File: src/rtl/core/sensor_ring_moving_average_core_assert.svh
// ----------------------------------------------------------------------------
// Assertion macros for the sensor ring moving average core
// Implication checks, same cycle and next cycle, under synchronous reset.
// ----------------------------------------------------------------------------
`ifndef SENSOR_RING_MOVING_AVERAGE_CORE_ASSERT_SVH
`define SENSOR_RING_MOVING_AVERAGE_CORE_ASSERT_SVH

// same-cycle implication
`define SRMA_ASSERT_IMP(lbl, clk, rst_n, ante, cons) \
  lbl: assert property (@(posedge clk) disable iff (!rst_n) (ante) |-> (cons)) \
    else $error("srma check failed");

// next-cycle implication
`define SRMA_ASSERT_NXT(lbl, clk, rst_n, ante, cons) \
  lbl: assert property (@(posedge clk) disable iff (!rst_n) (ante) |=> (cons)) \
    else $error("srma check failed");

`endif

File: src/rtl/core/srma_pkg.sv
// ----------------------------------------------------------------------------
// srma_pkg
// Shared widths, state encoding and controller/datapath interface types.
// ----------------------------------------------------------------------------
`timescale 1ns / 1ps

package srma_pkg;

  localparam int FIELD_W         = 16;
  localparam int CNT_W           = 7;
  localparam int SUM_W           = FIELD_W + CNT_W;
  localparam int REC_W           = 4 * FIELD_W;
  localparam int LANES           = 4;
  localparam int DIV_CNT_W       = $clog2(SUM_W + 1);
  localparam int RC_MAX          = (2 ** CNT_W) - 1;
  localparam int RING_SLOTS_DEF  = 64;

  localparam logic [CNT_W-1:0] RC_RST = CNT_W'(64);

  typedef enum logic [2:0] {
    ST_CLEAR,
    ST_IDLE,
    ST_SCAN,
    ST_DIV,
    ST_DONE
  } srma_state_t;

  typedef struct packed {
    logic cfg_wr;
    logic clear_start;
    logic clear;
    logic rec_wr;
    logic scan_start;
    logic scan;
    logic div_start;
    logic out_load;
  } srma_cmd_t;

  typedef struct packed {
    logic clear_done;
    logic scan_done;
    logic div_done;
  } srma_stat_t;

endpackage

File: src/rtl/core/srma_ctrl.sv
// ----------------------------------------------------------------------------
// srma_ctrl
// Sequencer: clear pass, record write, ring scan, divide, result hand-off.
// ----------------------------------------------------------------------------
`timescale 1ns / 1ps

module srma_ctrl
  import srma_pkg::*;
(
  input  logic       clk,
  input  logic       rst_n,
  input  logic       in_valid,
  output logic       in_stall,
  input  logic       cfg_valid,
  output logic       cfg_ready,
  output logic       out_valid,
  input  logic       out_stall,
  input  srma_stat_t stat,
  output srma_cmd_t  cmd
);

  srma_state_t state_r, state_nxt;
  logic        out_valid_r, out_valid_nxt;
  logic        cfg_fire;
  logic        in_fire;

  assign cfg_ready = (state_r == ST_IDLE) || (state_r == ST_CLEAR);
  assign in_stall  = (state_r != ST_IDLE) || cfg_valid;
  assign cfg_fire  = cfg_valid && cfg_ready;
  assign in_fire   = in_valid && !in_stall;

  always_comb begin
    state_nxt = state_r;
    cmd       = '0;
    unique case (state_r)
      ST_CLEAR: begin
        if (cfg_fire) begin
          cmd.cfg_wr      = 1'b1;
          cmd.clear_start = 1'b1;
        end else if (stat.clear_done) begin
          state_nxt = ST_IDLE;
        end else begin
          cmd.clear = 1'b1;
        end
      end
      ST_IDLE: begin
        if (cfg_fire) begin
          cmd.cfg_wr      = 1'b1;
          cmd.clear_start = 1'b1;
          state_nxt       = ST_CLEAR;
        end else if (in_fire) begin
          cmd.rec_wr     = 1'b1;
          cmd.scan_start = 1'b1;
          state_nxt      = ST_SCAN;
        end
      end
      ST_SCAN: begin
        if (stat.scan_done) begin
          cmd.div_start = 1'b1;
          state_nxt     = ST_DIV;
        end else begin
          cmd.scan = 1'b1;
        end
      end
      ST_DIV: begin
        if (stat.div_done) begin
          state_nxt = ST_DONE;
        end
      end
      ST_DONE: begin
        if (!out_valid_r || !out_stall) begin
          cmd.out_load = 1'b1;
          state_nxt    = ST_IDLE;
        end
      end
      default: state_nxt = ST_CLEAR;
    endcase
  end

  assign out_valid_nxt = cmd.out_load || (out_valid_r && out_stall);

  always_ff @(posedge clk) begin
    if (!rst_n) begin
      state_r     <= ST_CLEAR;
      out_valid_r <= 1'b0;
    end else begin
      state_r     <= state_nxt;
      out_valid_r <= out_valid_nxt;
    end
  end

  assign out_valid = out_valid_r;

endmodule

File: config.mk
export PLATFORM = sky130hd
export DESIGN_NAME = srma_ctrl
export DESIGN_NICKNAME = d
export VERILOG_FILES = /design/src/rtl/core/sensor_ring_moving_average_core_assert.svh /design/src/rtl/core/srma_pkg.sv /design/src/rtl/core/srma_ctrl.sv
export SDC_FILE = /design/constraint.sdc
export NUM_CORES = 1
export LEC_CHECK = 0
export BUFFER_PORTS_ARGS = -buffer_cell sky130_fd_sc_hd__buf_2
export CAP_MARGIN = 20
export CORE_AREA = 3 3 40 42
export DETAILED_ROUTE_END_ITERATION = 10
export DIE_AREA = 0 0 43 45
export PLACE_DENSITY = 0.6
export SLEW_MARGIN = 30
export SYNTH_ARGS = -nofsm -noshare
export SYNTH_HDL_FRONTEND = slang
export SYNTH_SLANG_ARGS = --single-unit
export TNS_END_PERCENT = 100
File: constraint.sdc
create_clock -name clk -period 1.5 [get_ports clk]
set_input_delay 0.225 -clock clk [delete_from_list [all_inputs] [get_ports clk]]
set_output_delay 0.225 -clock clk [all_outputs]
set_load 0.005 [all_outputs]
== Word-level counts from Yosys, hierarchy flattened ==
Cells that the tools add are included.
Cells by class
  equality and inequality tests: 11
  muxes and demuxes: 21
  reduce and logical (&&, ||, !) cells: 13
Operators with widths (count)
  3-bit two-way mux: 7
  3-bit one-hot mux with 5 select lines: 1
  2-bit two-way mux: 6
  2-bit inequality test (second input constant): 5
  1-bit two-way mux: 7
  3-bit by 2-bit == test with 1-bit output (second input constant): 2
  6-bit AND reduction: 1
  1-bit logical OR: 4
  3-bit by 1-bit == test with 1-bit output (second input constant): 1
  3-bit == test (second input constant): 1
  1-bit logical AND: 3
  1-bit zero test: 3
  3-bit zero test: 1
  3-bit by 1-bit inequality test with 1-bit output (second input constant): 1
  3-bit inequality test (second input constant): 1
  2-bit OR reduction: 1
Word-level totals
  bits in registers: 4
  input bits: 8

== Longest topological paths before layout ==
  word-level depth: 7
  gate-level depth with buffers: 5
  gate-level depth less buffers: 4

== Worst setup path after synthesis ==
No wires, ideal clock.
  kind: reg-to-output
  start point: register state_r[1]
  end point: output cmd[4] in the netlist's numbering
  data arrival time: 0.936 ns
  setup slack: 0.339 ns
  cell stages (with the launch flop): 4
  path through: dfxtp_1 nor2_1 and3_1 buf_4
RTL lines
  start, declared: line srma_ctrl.sv:22  | srma_state_t state_r, state_nxt;
  start signal, assigned: line srma_ctrl.sv:87  | state_r <= state_nxt;
  end, declared: line srma_ctrl.sv:19  | output srma_cmd_t cmd

==> impl_metrics.csv <==
group,metric,value,unit
layout,area_growth,33.83,%
critical_path,critical_path_required,1.27,ns
job,timing.max_cap.violations,0,
synth,post_synth_fa_ha_maj_area_fraction,0,%
floorplanning,io_pins,19,
routing,drtAntennaViolNets,0,
clock_tree,post_cts_buffers,0,
timing,finalCritPeriodShare,92.96,%
synth,ys_ff_latch,4,
clock_tree,cts_tree,"built",
global_routing,grt_start_max_net_pins,10,
synth,yosys_warnings,0,
run_status,run_status,"complete, no violations",
layout,layoutNonFillerInstCount,75,
placed_design,pre_cts_ws,0.2417,ns
timing,worst_pin_slew,0.2370,ns
synth,multiplexer_fraction_of_the_synthesized_cell_area,8.922,%
placed_design,place_congestion,0.7298,
power,pwr_density_cell,871.2,nW/um2
routing,wl_per_cell,9.987,um
timing,max_slew_violation_count,0,
timing,slew-limit-headroom,84.17,%
routing,dr.pass1.iters,2,
timing,max_freq,717.1,MHz
synth,ys_top_cells_by_area,"sky130_fd_sc_hd__dfxtp_1 24%, sky130_fd_sc_hd__mux2i_1 8.9%, sky130_fd_sc_hd__nand2_1 8.9%",
floorplanning,die_y,45,um
power,power_leakage,0.2196,nW
placed_design,hpwl,613.5,um
timing,whs,0.2522,ns
floorplanning,start_util,26.19,%
clock_tree,ctsLongestPathBuffers,2,
synth,leading_area_contributor_after_synthesis,"sky130_fd_sc_hd__dfxtp_1",
layout,layout.nets,70,
power,ir_drop,0.5003,mV
placed_design,placed_cells_incl_taps,72,
routing,drt_iter0_markers,3,
global_routing,via_count_of_the_first_global_routing_pass,347,
routing,vias,330,
critical_path,setup.worst_path.class,"flop to output port",
clock_tree,cts_hold_buffers,0,
routing,postRouteWirelength,749,um
routing,drc,0,
critical_path,maximum_fanout_encountered_on_the_critical_timing_path,8,
floorplanning,die_span_x,43,um
synth,synth.distinct_cells,21,
critical_path,cp-start-kind,"flop",
timing,setup_ws,0.1055,ns
critical_path,crit_path_arrival_time,1.17,ns
synth,synth_nets,50,
synth,post_synthesis_share_of_cell_area_spent_on_xor_and_xnor_gates,0,%
placed_design,numPortBuffers,18,
clock_tree,post_cts_clock_slew_at_the_launch_and_capture_registers_of_the_worst_setup_and_hold_paths,0.04,ns
synth,post_synth_inst_count,42,
timing,rsz0062_at_grt,"no",
clock_tree,cts-buffers-inserted,3,
global_routing,first_pass_grt_wire_length,1393,um
routing,route.detailed.vias_per_inst,4.400,
clock_tree,cts-htree-levels,1,
timing,period_needed,1.394,ns
layout,antennaDiodeCount,0,
synth,syn-cell-area,336.6,um2
timing,clock_skew,0.002018,ns
global_routing,grt_overflow,0,
timing,setup-tns-final,0,ns
floorplanning,core,1285,um2
synth,synthesis.area_per_instance,8.014,um2
synth,ys_seq_area_share,23.79,%
global_routing,globalRouteTotalUtil,9.925,%
min_path,hold_crit_path_type,"input port to flop",
timing,setup_viol_count_final,0,
global_routing,initial_antenna_violation_count,0,
clock_tree,numClockSinks,4,
timing,report.final.hold_viol_count,0,
synth,synth_simple_gate_area_share,49.44,%
clock_tree,clk_root_buffer_cell,"sky130_fd_sc_hd__clkbuf_4",
layout,layout-drive-gt1-share,56.67,%
floorplanning,dieArea,1935,um2
critical_path,endpoint_kind,"output port",
synth,complex_gate_fraction_of_the_synthesized_area,8.922,%
synth,yosys.area.top_type_share,23.79,%
floorplanning,core.rowCount,13,
clock_tree,clock_network_latency_to_the_later_pin_of_the_worst_skew_pair,0.23,ns
synth,synth_top_family_by_area,"simple AND/OR/NAND/NOR gates",
## path summary, 6_finish.rpt
check / slack, ns / cells after the start / endpoint / from
min reg2reg: 0.48 / 2 / out_valid$_SDFF_PN0_ / out_valid$_SDFF_PN0_
max: 0.11 / 3 / cmd[2] / state_r[2]$_SDFFE_PN0P_
max reg2reg: 0.38 / 4 / state_r[2]$_SDFFE_PN0P_ / state_r[0]$_SDFFE_PN0P_
min: 0.25 / 3 / out_valid$_SDFF_PN0_ / out_stall
## what timing repair did
item | in CTS | in global routing
setup endpoints to repair | 1 | 6
hold endpoints to repair | 0 | 0
gates cloned | 0 | 0
resized for setup | 1 | 4
## cell type report
type	instances	area, um2
repair buffers	18	90.09
multi-input cells	34	229.0
fillers	144	834.6
well taps	15	18.77
inverters	1	3.754
flip-flops and latches	4	86.33
clock buffers	3	22.52
## worst max-delay path, stage by stage (launching register included)
cell	delay (ns)
sky130_fd_sc_hd__dfxtp_2	0.36
sky130_fd_sc_hd__and2b_4	0.28
sky130_fd_sc_hd__nor3b_1	0.17
sky130_fd_sc_hd__buf_2	0.14
## placed cells by master, fill, tap and decap left out, drive strengths merged, types with 2 or more instances in the layout
cell type	instances
nand2	8
buf	18
o21ai	2
mux2i	3
and3	3
nand3	4
nor2	4
dfxtp	4
nor3b	2
clkbuf	3
## power breakdown
group          internal [mW]  leakage, nW  total [mW]  switching, mW
Clock                 0.0894       0.0138       0.131         0.0420
Combinational         0.0622        0.172       0.124         0.0618
Sequential             0.119       0.0341       0.137         0.0181
## cell usage after synthesis
master	instances
sky130_fd_sc_hd__a21boi_1	1
sky130_fd_sc_hd__a21oi_1	1
sky130_fd_sc_hd__and2_1	1
sky130_fd_sc_hd__and2b_4	1
sky130_fd_sc_hd__and3_1	3
sky130_fd_sc_hd__and3b_1	1
sky130_fd_sc_hd__buf_4	2
sky130_fd_sc_hd__buf_6	1
sky130_fd_sc_hd__dfxtp_1	4
sky130_fd_sc_hd__inv_2	1
sky130_fd_sc_hd__mux2i_1	3
sky130_fd_sc_hd__nand2_1	8
sky130_fd_sc_hd__nand2b_2	1
sky130_fd_sc_hd__nand3_1	2
sky130_fd_sc_hd__nand3_2	2
sky130_fd_sc_hd__nor2_1	3
sky130_fd_sc_hd__nor2_2	1
sky130_fd_sc_hd__nor2b_1	1
sky130_fd_sc_hd__nor3b_1	2
sky130_fd_sc_hd__nor4b_2	1
sky130_fd_sc_hd__o21ai_2	2
## stage by stage
| stage | power [mW] | area, um2 | util [%] |
|---|---|---|---|
| 2_1_floorplan | 0.2368 | 336.6 | - |
| 3_3_place_gp | 0.2595 | 419.2 | 32.62 |
| 3_5_place_dp | 0.2599 | 419.2 | 32.62 |
| 4_1_cts | 0.3988 | 442.9 | 34.47 |
| 5_1_grt | 0.4347 | 450.4 | 35.05 |
| 6_report | 0.3924 | 450.4 | 35.05 |
## registers in the layout, summed over array words and instances (netlist names)
name / count
out_valid: 1
state_r: 3
## cells by family (layout without fill, tap and decap cells)
family          count (synthesis)  count (layout)
simple gates                   27              27
compound gates                  4               4
flops                           4               4
buf+inv                         4              22
mux                             3               3
## per-layer routing
metal	vias to the layer above	global-route usage, %	part of all wire, %
met2	10	15.27	46
met5	-	0	0
li1	178	-	-
met1	142	11.38	45
met3	0	7.171	8.7
met4	0	1.807	0
No activity file was read; power rests on OpenSTA's default activity.
